**config.mk**
```make
export PLATFORM = sky130hd
export DESIGN_NAME = voice_allocator_oldest_steal_core
export DESIGN_NICKNAME = d
export VERILOG_FILES = /design/src/hw/rtl/vaos_pkg.sv /design/src/hw/rtl/vaos_pick.sv /design/src/hw/rtl/vaos_queue.sv /design/src/hw/rtl/voice_allocator_oldest_steal_core.sv
export SDC_FILE = /design/constraint.sdc
export NUM_CORES = 1
export LEC_CHECK = 0
export BUFFER_PORTS_ARGS = -buffer_cell sky130_fd_sc_hd__buf_2
export CAP_MARGIN = 10
export CORE_MARGIN = 4
export CORE_UTILIZATION = 65
export CTS_BUF_LIST = sky130_fd_sc_hd__clkbuf_8
export DETAILED_ROUTE_END_ITERATION = 10
export PLACE_DENSITY = 0.86
export RECOVER_POWER = 50
export SYNTH_ARGS = -nofsm -noshare
export SYNTH_HDL_FRONTEND = slang
export SYNTH_SLANG_ARGS = --single-unit
```
**constraint.sdc**
```tcl
create_clock -name clk -period 5.01 [get_ports clk]
set_input_delay 1.2525 -clock clk [delete_from_list [all_inputs] [get_ports clk]]
set_output_delay 1.2525 -clock clk [all_outputs]
set_load 0.005 [all_outputs]
```
**src/hw/rtl/vaos_pkg.sv**
```systemverilog
package vaos_pkg;

  localparam int MAX_VOICES_DEFAULT = 16;
  localparam int VOICE_FIELD_W = 4;
  localparam int POLY_W = 5;
  localparam logic [POLY_W-1:0] POLY_RESET = 5'd16;

  localparam logic CMD_NOTE_ON = 1'b0;
  localparam logic CMD_VOICE_FINISHED = 1'b1;

  typedef struct packed {
    logic                     command;
    logic [VOICE_FIELD_W-1:0] voice_index;
  } note_item_t;

  typedef struct packed {
    logic [VOICE_FIELD_W-1:0] allocated_voice;
    logic                     stolen;
  } alloc_item_t;

endpackage

```
**src/hw/rtl/vaos_pick.sv**
```systemverilog
module vaos_pick import vaos_pkg::*; #(
  parameter int MAX_VOICES = MAX_VOICES_DEFAULT,
  localparam int VW = $clog2(MAX_VOICES)
) (
  input  logic [MAX_VOICES-1:0] active,
  input  logic [POLY_W-1:0]     poly,
  output logic                  found,
  output logic [VW-1:0]         voice
);

  // A polyphony of zero behaves as one, and one above the voice count as the voice count.
  always_comb begin
    found = 1'b0;
    voice = '0;
    for (int i = MAX_VOICES - 1; i >= 0; i--) begin
      if (!active[i] && ((i == 0) || (32'(i) < 32'(poly)))) begin
        found = 1'b1;
        voice = VW'(i);
      end
    end
  end

endmodule

```
**src/hw/rtl/vaos_queue.sv**
```systemverilog
module vaos_queue import vaos_pkg::*; #(
  parameter int MAX_VOICES = MAX_VOICES_DEFAULT,
  localparam int VW = $clog2(MAX_VOICES),
  localparam int CW = $clog2(MAX_VOICES + 1)
) (
  input  logic          clk,
  input  logic          rst,
  input  logic          drop_en,
  input  logic [VW-1:0] drop_voice,
  input  logic          add_en,
  input  logic [VW-1:0] add_voice,
  output logic [VW-1:0] head,
  output logic [CW-1:0] count
);

  logic [VW-1:0] entries [MAX_VOICES];
  logic [VW-1:0] entries_next [MAX_VOICES];
  logic [VW-1:0] shifted [MAX_VOICES];
  logic [MAX_VOICES-1:0] match;
  logic [MAX_VOICES-1:0] past;
  logic [CW-1:0] count_drop;
  logic [CW-1:0] count_next;
  logic add_ok;

  assign head = entries[0];

  // Entries at and after the removed voice move one place toward the head.
  always_comb begin
    for (int i = 0; i < MAX_VOICES; i++) begin
      match[i] = drop_en && (CW'(i) < count) && (entries[i] == drop_voice);
    end
    past[0] = match[0];
    for (int i = 1; i < MAX_VOICES; i++) begin
      past[i] = past[i-1] | match[i];
    end
    for (int i = 0; i < MAX_VOICES; i++) begin
      shifted[i] = past[i] ? entries[(i + 1) % MAX_VOICES] : entries[i];
    end
    count_drop = count - CW'(past[MAX_VOICES-1]);
    add_ok = add_en && (count_drop < CW'(MAX_VOICES));
    count_next = count_drop + CW'(add_ok);
    for (int i = 0; i < MAX_VOICES; i++) begin
      entries_next[i] = (add_ok && (count_drop == CW'(i))) ? add_voice : shifted[i];
    end
  end

  always_ff @(posedge clk) begin
    if (rst) begin
      count <= '0;
    end else begin
      count <= count_next;
    end
  end

  always_ff @(posedge clk) begin
    for (int i = 0; i < MAX_VOICES; i++) begin
      entries[i] <= entries_next[i];
    end
  end

endmodule

```
**src/hw/rtl/voice_allocator_oldest_steal_core.sv**
```systemverilog
// A note_on transaction is taken into the input register and its result is registered once
// the output slot is free. Throughput: one transaction per cycle unless alloc_stall holds a
// note_on, set by the single compute stage between the input register and the result
// register; a voice_finished transaction gives no result.
// Reset (synchronous, active high): all voices idle, the age queue empty, polyphony 16.
module voice_allocator_oldest_steal_core import vaos_pkg::*; #(
  parameter int MAX_VOICES = MAX_VOICES_DEFAULT,
  localparam int VW = $clog2(MAX_VOICES),
  localparam int CW = $clog2(MAX_VOICES + 1)
) (
  input  logic              clk,
  input  logic              rst,
  input  logic              note_valid,
  output logic              note_stall,
  input  note_item_t        note,
  output logic              alloc_valid,
  input  logic              alloc_stall,
  output alloc_item_t       alloc,
  input  logic              wr_en,
  input  logic [POLY_W-1:0] wr_data
);

  logic              held_valid;
  note_item_t        held;
  logic [POLY_W-1:0] poly;
  logic [MAX_VOICES-1:0] active;
  logic [MAX_VOICES-1:0] active_next;

  logic          is_fin;
  logic [VW-1:0] fin_idx;
  logic          fin_ok;
  logic          slot_free;
  logic          advance;
  logic          note_on;
  logic          found;
  logic [VW-1:0] idle_voice;
  logic [VW-1:0] head;
  logic [CW-1:0] count;
  logic          steal;
  logic [VW-1:0] chosen;

  assign is_fin = held.command == CMD_VOICE_FINISHED;
  assign fin_idx = VW'(held.voice_index);
  assign fin_ok = held_valid && is_fin && (32'(held.voice_index) < 32'(MAX_VOICES)) &&
                  active[fin_idx];
  assign slot_free = !alloc_valid || !alloc_stall;
  assign advance = held_valid && (is_fin || slot_free);
  assign note_stall = held_valid && !advance;
  assign note_on = advance && !is_fin;
  assign steal = note_on && !found && (count != '0);
  assign chosen = found ? idle_voice : ((count != '0) ? head : '0);

  vaos_pick #(
    .MAX_VOICES(MAX_VOICES)
  ) u_pick (
    .active(active),
    .poly(poly),
    .found(found),
    .voice(idle_voice)
  );

  vaos_queue #(
    .MAX_VOICES(MAX_VOICES)
  ) u_queue (
    .clk(clk),
    .rst(rst),
    .drop_en(fin_ok || steal),
    .drop_voice(is_fin ? fin_idx : head),
    .add_en(note_on),
    .add_voice(chosen),
    .head(head),
    .count(count)
  );

  always_comb begin
    active_next = active;
    if (fin_ok) begin
      active_next[fin_idx] = 1'b0;
    end
    if (note_on) begin
      active_next[chosen] = 1'b1;
    end
  end

  always_ff @(posedge clk) begin
    if (rst) begin
      held_valid <= 1'b0;
      alloc_valid <= 1'b0;
      active <= '0;
      poly <= POLY_RESET;
    end else begin
      active <= active_next;
      if (wr_en) begin
        poly <= wr_data;
      end
      if (note_valid && !note_stall) begin
        held_valid <= 1'b1;
      end else if (advance) begin
        held_valid <= 1'b0;
      end
      if (note_on) begin
        alloc_valid <= 1'b1;
      end else if (!alloc_stall) begin
        alloc_valid <= 1'b0;
      end
    end
  end

  always_ff @(posedge clk) begin
    if (note_valid && !note_stall) begin
      held <= note;
    end
    if (note_on) begin
      alloc.allocated_voice <= VOICE_FIELD_W'(chosen);
      alloc.stolen <= !found;
    end
  end

endmodule
```
# Word level (Yosys, flattened, before mapping)
# Memories as Yosys holds them, arrays and structs flattened.
# Cells that the tools add are included.
# op_classes
addsub	2
n_mul	0
div	0
n_lt_le_gt_ge	36
n_eq_ne	32
shifts	0
muxes	79
bitwise_logic	18
n_reduce_logical	101
# op_table
cell	n
$mux 4	51
$lt 4x5->1 const A	16
$logic_and 1x1->1	74
$eq 4x4->1	16
$eq 5x4->1 const B	8
$lt 3x5->1 const A	8
$mux 16	2
$mux 1	23
$logic_not 1->1	21
$eq 5x3->1 const B	4
$lt 2x5->1 const A	4
$and 16x16->16	1
$not 16->16	1
$or 16x16->16	1
$lt 1x5->1 const A	3
$or 1x1->1	15
$eq 5x2->1 const B	2
$lt 4x5->1 const B	2
$demux 1 s4	2
$ge 4x1->1 const B	2
$add 5x1->5	1
$eq 5x1->1 const B	1
$logic_not 5->1	1
$lt 5x5->1 const B	1
6 further kinds	8
# totals
regBits	38
latch_bits	0
ram_bits	64
mem_bits_ro	0
inputBits	15
output_inout_bits	7
word_cells	278
mem_count	1
# memory_table
memory	depth	word_bits	read_ports	rd_ports_with_merged_regs	wr	line	text
u_queue.entries	16	4	16	0	16	vaos_queue.sv:16	logic [VW-1:0] entries [MAX_VOICES];

# Depth between registers and ports, before layout
# depth
ltp_word	44
ltp_mapped	22
mapped_depth_nobuf	18

# Cells and area by module
# Synthesis repeated with hierarchy kept, for this count alone.
# unflattened
hier_cells	585
hier_area_um2	6376.1
# modules_own_cells
module	instances	cells_each	area_each_um2	seq_area_each_um2
vaos_queue	1	350	4285.4	2021.9
voice_allocator_oldest_steal_core	1	162	1645.3	760.7
vaos_pick	1	73	445.4	0.0

# Worst setup path before layout
# Ideal clock, no wire load.
# synth_path
path_kind	register to register
from	register held (netlist bit fin_idx[0])
to	memory u_queue.entries[1][22] (netlist bit), data pin
setup_time_ns	0.260
t_arrival_ns	4.090
required_time_ns	4.750
setup_slack_ns	0.661
stages_incl_launch_ff	18
n_path_buf	3
synth_period_minus_slack_ns	4.349
cell_sequence	edfxtp_1 buf_6 mux2i_2 buf_4 xor2_1 nand3_1 o31a_1 and3_1 a41oi_2 ha_1 ha_1 nor3b_1 xnor2_1 and2_0 clkbuf_1 nand3_1 nor2_1 mux2_2
# synth_rtl
element	line	text
start, declared	voice_allocator_oldest_steal_core.sv:24	note_item_t held;
start signal, assigned	voice_allocator_oldest_steal_core.sv:111	held <= note;
end, declared	vaos_queue.sv:16	

==> results by group <==
Worst setup path
  – Startpoint-to-endpoint class of the critical path: register to register
  – Kind of end point of the critical path: register
  – Logic depth of the worst path, buffers included: 16
  – Data required, critical path: 5140 ps
  – Signal arrival time at the worst endpoint: between 4000 and 5000 ps
  – Worst reg2reg endpoint: u_queue.entries[1][14]
  – Sum of buffers and inverters on the critical path: 2
  – FF-to-FF Start: is_fin
  – Delay-heaviest family, CP: simple AND/OR/NAND/NOR gates
  – Critical-path cell list: buf_12 -> mux2i_2 -> buf_4 -> xnor2_1 -> or4_1 -> nand2_1 -> nor3_4 -> a41oi_2 -> ha_1 -> ha_1 -> nor3b_1 -> xnor2_1 -> and2_1 -> and3_1 -> nand3_1 -> mux2_2
  – CP peak stage delay: slightly below 600 ps
  – Crit start category: register
  – CP max FO: 9
  – Reg-to-reg slack, setup: 310 ps
  – Reg2Reg Depth: 16
  – Slowest stage cell on the critical path: sky130_fd_sc_hd__or4_1

CTS
  – TritonCTS clock tree: done
  – Number of buffers on the longest clock path: 2
  – Clk Latency, worst-skew pair: between 300 and 400 ps
  – Number of sinks driven by the clock tree: between 100 and 150
  – Count of hold-fix buffers inserted at cts: 0
  – Total clock buffers created by CTS: 9
  – Clock transition time at the flip-flop clock pins of the worst setup and hold paths: about 100 ps
  – Number of levels the H-tree was split into: 3
  – Root buffer cell: sky130_fd_sc_hd__clkbuf_8

Drt
  – Detailed-route vias per instance: 6.82
  – DRC violation total after the first TritonRoute iteration: ~390
  – Post-route antenna net violation count: 0
  – Total detailed-routing wirelength: 15500 µm
  – TritonRoute pass-1 iters: 5
  – Average wire length per cell after detail routing: 21.1 µm
  – Vias after detailed routing: around 5k
  – Number of design rule violations left after detail routing: 0

Global routing
  – Met1 GRT Util: between 30% and 40%
  – First-pass GRT wire length: roughly 25000 µm
  – Peak-usage layer in the global routing report: met2
  – Overflow left after global routing: 0
  – Total routing usage reported by global routing: 28.1%
  – Pin count of the biggest net entering global routing: 22
  – Vias in the first global route: around 4.9k
  – Number of antenna violations at the first check in global routing: 0
  – Global Route met2 Usage: between 40% and 50%
  – Met3 Use GR: under 10%

Timing
  – Setup repair after global routing missed its margin: no
  – Final-layout worst hold slack: roughly 530 ps
  – Transition time of the tightest slew-check pin: approximately 1200 ps
  – Post-route minimum period: ~4700 ps
  – Max-Slew Margin vs Limit: between 10% and 20%
  – Total Neg Setup Slack: 0 ps
  – Post-route fraction of the period consumed by the critical path: a little over nine tenths
  – Pins Over Slew Limit: 0
  – Final Setup Violations: 0
  – Maximum frequency from static timing analysis: about 210 MHz
  – Number of hold violations in the final report: 0
  – Final setup margin: about 300 ps
  – Max Clock Skew: approximately 12 ps

Yosys
  – Area of the mapped netlist: about 6100 µm²
  – Fraction of the yosys area taken by sequential cells: between 40% and 50%
  – Synth Register Bits: 102
  – Average cell area after synthesis: about 10 µm²
  – Asr flop ratio synth: 0%
  – Share of the synthesized area in the top cell type: a little over a third
  – Gate count of the mapped netlist: 596
  – Predominant post-synthesis flop cell: sky130_fd_sc_hd__edfxtp_1
  – Mapped Nets: approximately 600
  – Top cells by area, synth: sky130_fd_sc_hd__edfxtp_1 (37%), sky130_fd_sc_hd__dfxtp_1 (9.2%), sky130_fd_sc_hd__xor2_1 (6.3%), sky130_fd_sc_hd__mux2_2 (5.9%), sky130_fd_sc_hd__a21oi_1 (4.4%)
  – Area leader, netlist: sky130_fd_sc_hd__edfxtp_1
  – Number of warnings reported in the yosys synthesis log: 0
  – Post-synth EDFFs: 74
  – Unique masters post-synth: 68

Placed design
  – Weighted congestion at the end of routability-driven global placement: around 1
  – Cell Area, Placed: around 6300 µm²
  – Placed instance count: ~700
  – Detail Placement HPWL: approximately 11000 µm
  – IO Port Bufs: 21
  – Post-placement setup slack: roughly 48 ps

Pwr
  – Part of the total power dissipated in combinational logic: just under 9%
  – Sequential cell fraction of total power: between 50% and 60%
  – Leakage power summed over all cells: roughly 2.3 nW
  – Maximum vdd drop: about 0.16 mV
  – Internal Pwr Total: between 1 and 1.5 mW
  – Net load switching power: a little under 400 µW
  – Net switching fraction of the power: between 20% and 30%
  – Overall power of the completed layout: about 1.6 mW
  – Fraction of power consumed by the clock network: between 30 and 40%
  – PD cells: 243 nW/µm²

Cells and area
  – Post-route design area: around 6600 µm²
  – Layout overhead on the synthesized area: 8.80%
  – Share of final-layout standard cells stronger than drive strength 1: a little under a fifth
  – Number of nets in the layout: approximately 640
  – Inserted Diodes: 0
  – Final design utilization: 72.0%
  – Count of placed standard cells in the final layout, fillers left out: between 700 and 800

Floorplanning
  – Die Height: ~100 µm
  – Starting density of the core: approximately two thirds
  – IO Count: 22
  – Row cnt: 35
  – Die X-Extent: 105 µm
  – Full die area: ~11000 µm²
  – Core outline area: slightly above 9000 µm²

Min path
  – Hold-critical path depth: 2
  – Hold path start: active[12]
  – Hold WC Path Type: register to register
  – Sink of the worst hold path: active[12]

Outcome
  – Outcome: completed

Job
  – Max-capacitance violation count: 0
repair_timing:
item | 4_1_cts | 5_1_grt
gates resized for setup | 4 | 27
setup buffers | 0 | 1
endpoints found under the hold margin | 0 | 0
setup endpoints to repair | 10 | 118
cell type report:
cell class,count,area (µm²)
clock buffers,10,138
clock inverters,6,67.6
fillers,604,2580
inverters,11,41.3
multi-input cells,451,3180
flip-flops and latches,102,2780
well taps,111,139
repair buffers,43,275
state kept, by name, summed over array words and instances, names as in the netlist:
| register | cells |
|---|---|
| fin_idx | 4 |
| active | 16 |
| u_queue.entries | 64 |
| held_valid | 1 |
| alloc_valid | 1 |
| u_queue.count | 5 |
| is_fin | 1 |
| poly | 5 |
| alloc | 5 |
logic make-up after synthesis:
| logic type | after synthesis | synth area share, % |
|---|---|---|
| muxes | 46 | 9.83 |
| adders and majority gates | 4 | 0.823 |
| and+or+nand+nor | 187 | 15.0 |
| buffers and inverters | 43 | 3.72 |
| DFF | 102 | 45.7 |
| xor gates and xnor gates | 67 | 9.64 |
| AOI/OAI and AO/OA | 147 | 15.2 |
routing by layer:
metal	part of all wire (%)	vias to the layer above
met5	0	-
met4	4.4	0
li1	-	2232
met3	8.7	92
met2	50	323
met1	37	2358
worst reg2reg max path, stage by stage, from the launching register on:
cell	delay [ps]
sky130_fd_sc_hd__edfxtp_1	430
sky130_fd_sc_hd__buf_12	170
sky130_fd_sc_hd__mux2i_2	220
sky130_fd_sc_hd__buf_4	250
sky130_fd_sc_hd__xnor2_1	110
sky130_fd_sc_hd__or4_1	580
sky130_fd_sc_hd__nand2_1	150
sky130_fd_sc_hd__nor3_4	80
sky130_fd_sc_hd__a41oi_2	220
sky130_fd_sc_hd__ha_1	200
sky130_fd_sc_hd__ha_1	280
sky130_fd_sc_hd__nor3b_1	330
sky130_fd_sc_hd__xnor2_1	150
sky130_fd_sc_hd__and2_1	280
sky130_fd_sc_hd__and3_1	350
sky130_fd_sc_hd__nand3_1	290
sky130_fd_sc_hd__mux2_2	370
power by group through the flow:
stage | clock (mW) | sequential [mW] | combinational [mW]
6_report | 0.546 | 0.919 | 0.143
2_1_floorplan | 0 | 0.929 | 0.102
3_5_place_dp | 0 | 0.938 | 0.133
3_3_place_gp | 0 | 0.938 | 0.130
5_1_grt | 0.580 | 0.920 | 0.153
4_1_cts | 0.543 | 0.919 | 0.135
placed cells by master, fill, tap and decap left out, types with 4 or more instances in the layout:
cell type / synthesis / layout
sky130_fd_sc_hd__inv_1: 10 / 11
sky130_fd_sc_hd__buf_2: 13 / 14
sky130_fd_sc_hd__o21ai_0: 29 / 31
sky130_fd_sc_hd__nor2_2: 0 / 7
sky130_fd_sc_hd__nor3_1: 8 / 8
sky130_fd_sc_hd__clkbuf_8: 0 / 10
sky130_fd_sc_hd__buf_4: 5 / 17
sky130_fd_sc_hd__clkbuf_1: 9 / 10
sky130_fd_sc_hd__dfxtp_1: 28 / 28
sky130_fd_sc_hd__or2_1: 9 / 7
sky130_fd_sc_hd__ha_1: 4 / 4
sky130_fd_sc_hd__o211ai_1: 9 / 9
sky130_fd_sc_hd__nand2_1: 39 / 39
sky130_fd_sc_hd__nand3_2: 0 / 4
sky130_fd_sc_hd__nand4_1: 11 / 11
sky130_fd_sc_hd__o21bai_1: 4 / 4
sky130_fd_sc_hd__mux2_2: 32 / 32
sky130_fd_sc_hd__nand3b_1: 4 / 4
sky130_fd_sc_hd__a21oi_1: 54 / 55
sky130_fd_sc_hd__nor2_1: 59 / 46
sky130_fd_sc_hd__nor2b_1: 6 / 6
sky130_fd_sc_hd__o22ai_1: 7 / 7
sky130_fd_sc_hd__nand3_1: 25 / 21
sky130_fd_sc_hd__nor2_4: 0 / 6
sky130_fd_sc_hd__o311ai_0: 4 / 4
sky130_fd_sc_hd__mux2i_1: 5 / 5
sky130_fd_sc_hd__edfxtp_1: 74 / 74
sky130_fd_sc_hd__nand2b_1: 9 / 9
sky130_fd_sc_hd__xnor2_1: 23 / 23
sky130_fd_sc_hd__xor2_1: 44 / 44
synthesized netlist by cell type (4+ instances only):
| cell type | count |
|---|---|
| sky130_fd_sc_hd__nand2_1 | 39 |
| sky130_fd_sc_hd__o21ai_0 | 29 |
| sky130_fd_sc_hd__o22ai_1 | 7 |
| sky130_fd_sc_hd__xnor2_1 | 23 |
| sky130_fd_sc_hd__or2_1 | 9 |
| sky130_fd_sc_hd__nor2_1 | 59 |
| sky130_fd_sc_hd__a21oi_1 | 54 |
| sky130_fd_sc_hd__dfxtp_1 | 28 |
| sky130_fd_sc_hd__nor2b_1 | 6 |
| sky130_fd_sc_hd__o21ai_1 | 7 |
| sky130_fd_sc_hd__nand2b_1 | 9 |
| sky130_fd_sc_hd__nand3_1 | 25 |
| sky130_fd_sc_hd__o211ai_1 | 9 |
| sky130_fd_sc_hd__clkbuf_1 | 9 |
| sky130_fd_sc_hd__edfxtp_1 | 74 |
| sky130_fd_sc_hd__inv_1 | 10 |
| sky130_fd_sc_hd__mux2_2 | 32 |
| sky130_fd_sc_hd__nor3_1 | 8 |
| sky130_fd_sc_hd__o21bai_1 | 4 |
| sky130_fd_sc_hd__nand3b_1 | 4 |
| sky130_fd_sc_hd__buf_2 | 13 |
| sky130_fd_sc_hd__buf_4 | 5 |
| sky130_fd_sc_hd__ha_1 | 4 |
| sky130_fd_sc_hd__o311ai_0 | 4 |
| sky130_fd_sc_hd__xor2_1 | 44 |
| sky130_fd_sc_hd__buf_6 | 4 |
| sky130_fd_sc_hd__mux2i_1 | 5 |
| sky130_fd_sc_hd__nand4_1 | 11 |
worst max-delay path by stage:
stage                     startpoint                endpoint
after floorplan           fin_idx[0]  u_queue.entries[1][22]
after global placement        is_fin  u_queue.entries[1][22]
after detailed placement      is_fin  u_queue.entries[0][23]
after CTS                     is_fin   u_queue.entries[1][7]
after global routing         poly[4]  u_queue.entries[1][23]
final                         is_fin  u_queue.entries[1][14]
No activity file was read; power rests on OpenSTA's default activity.
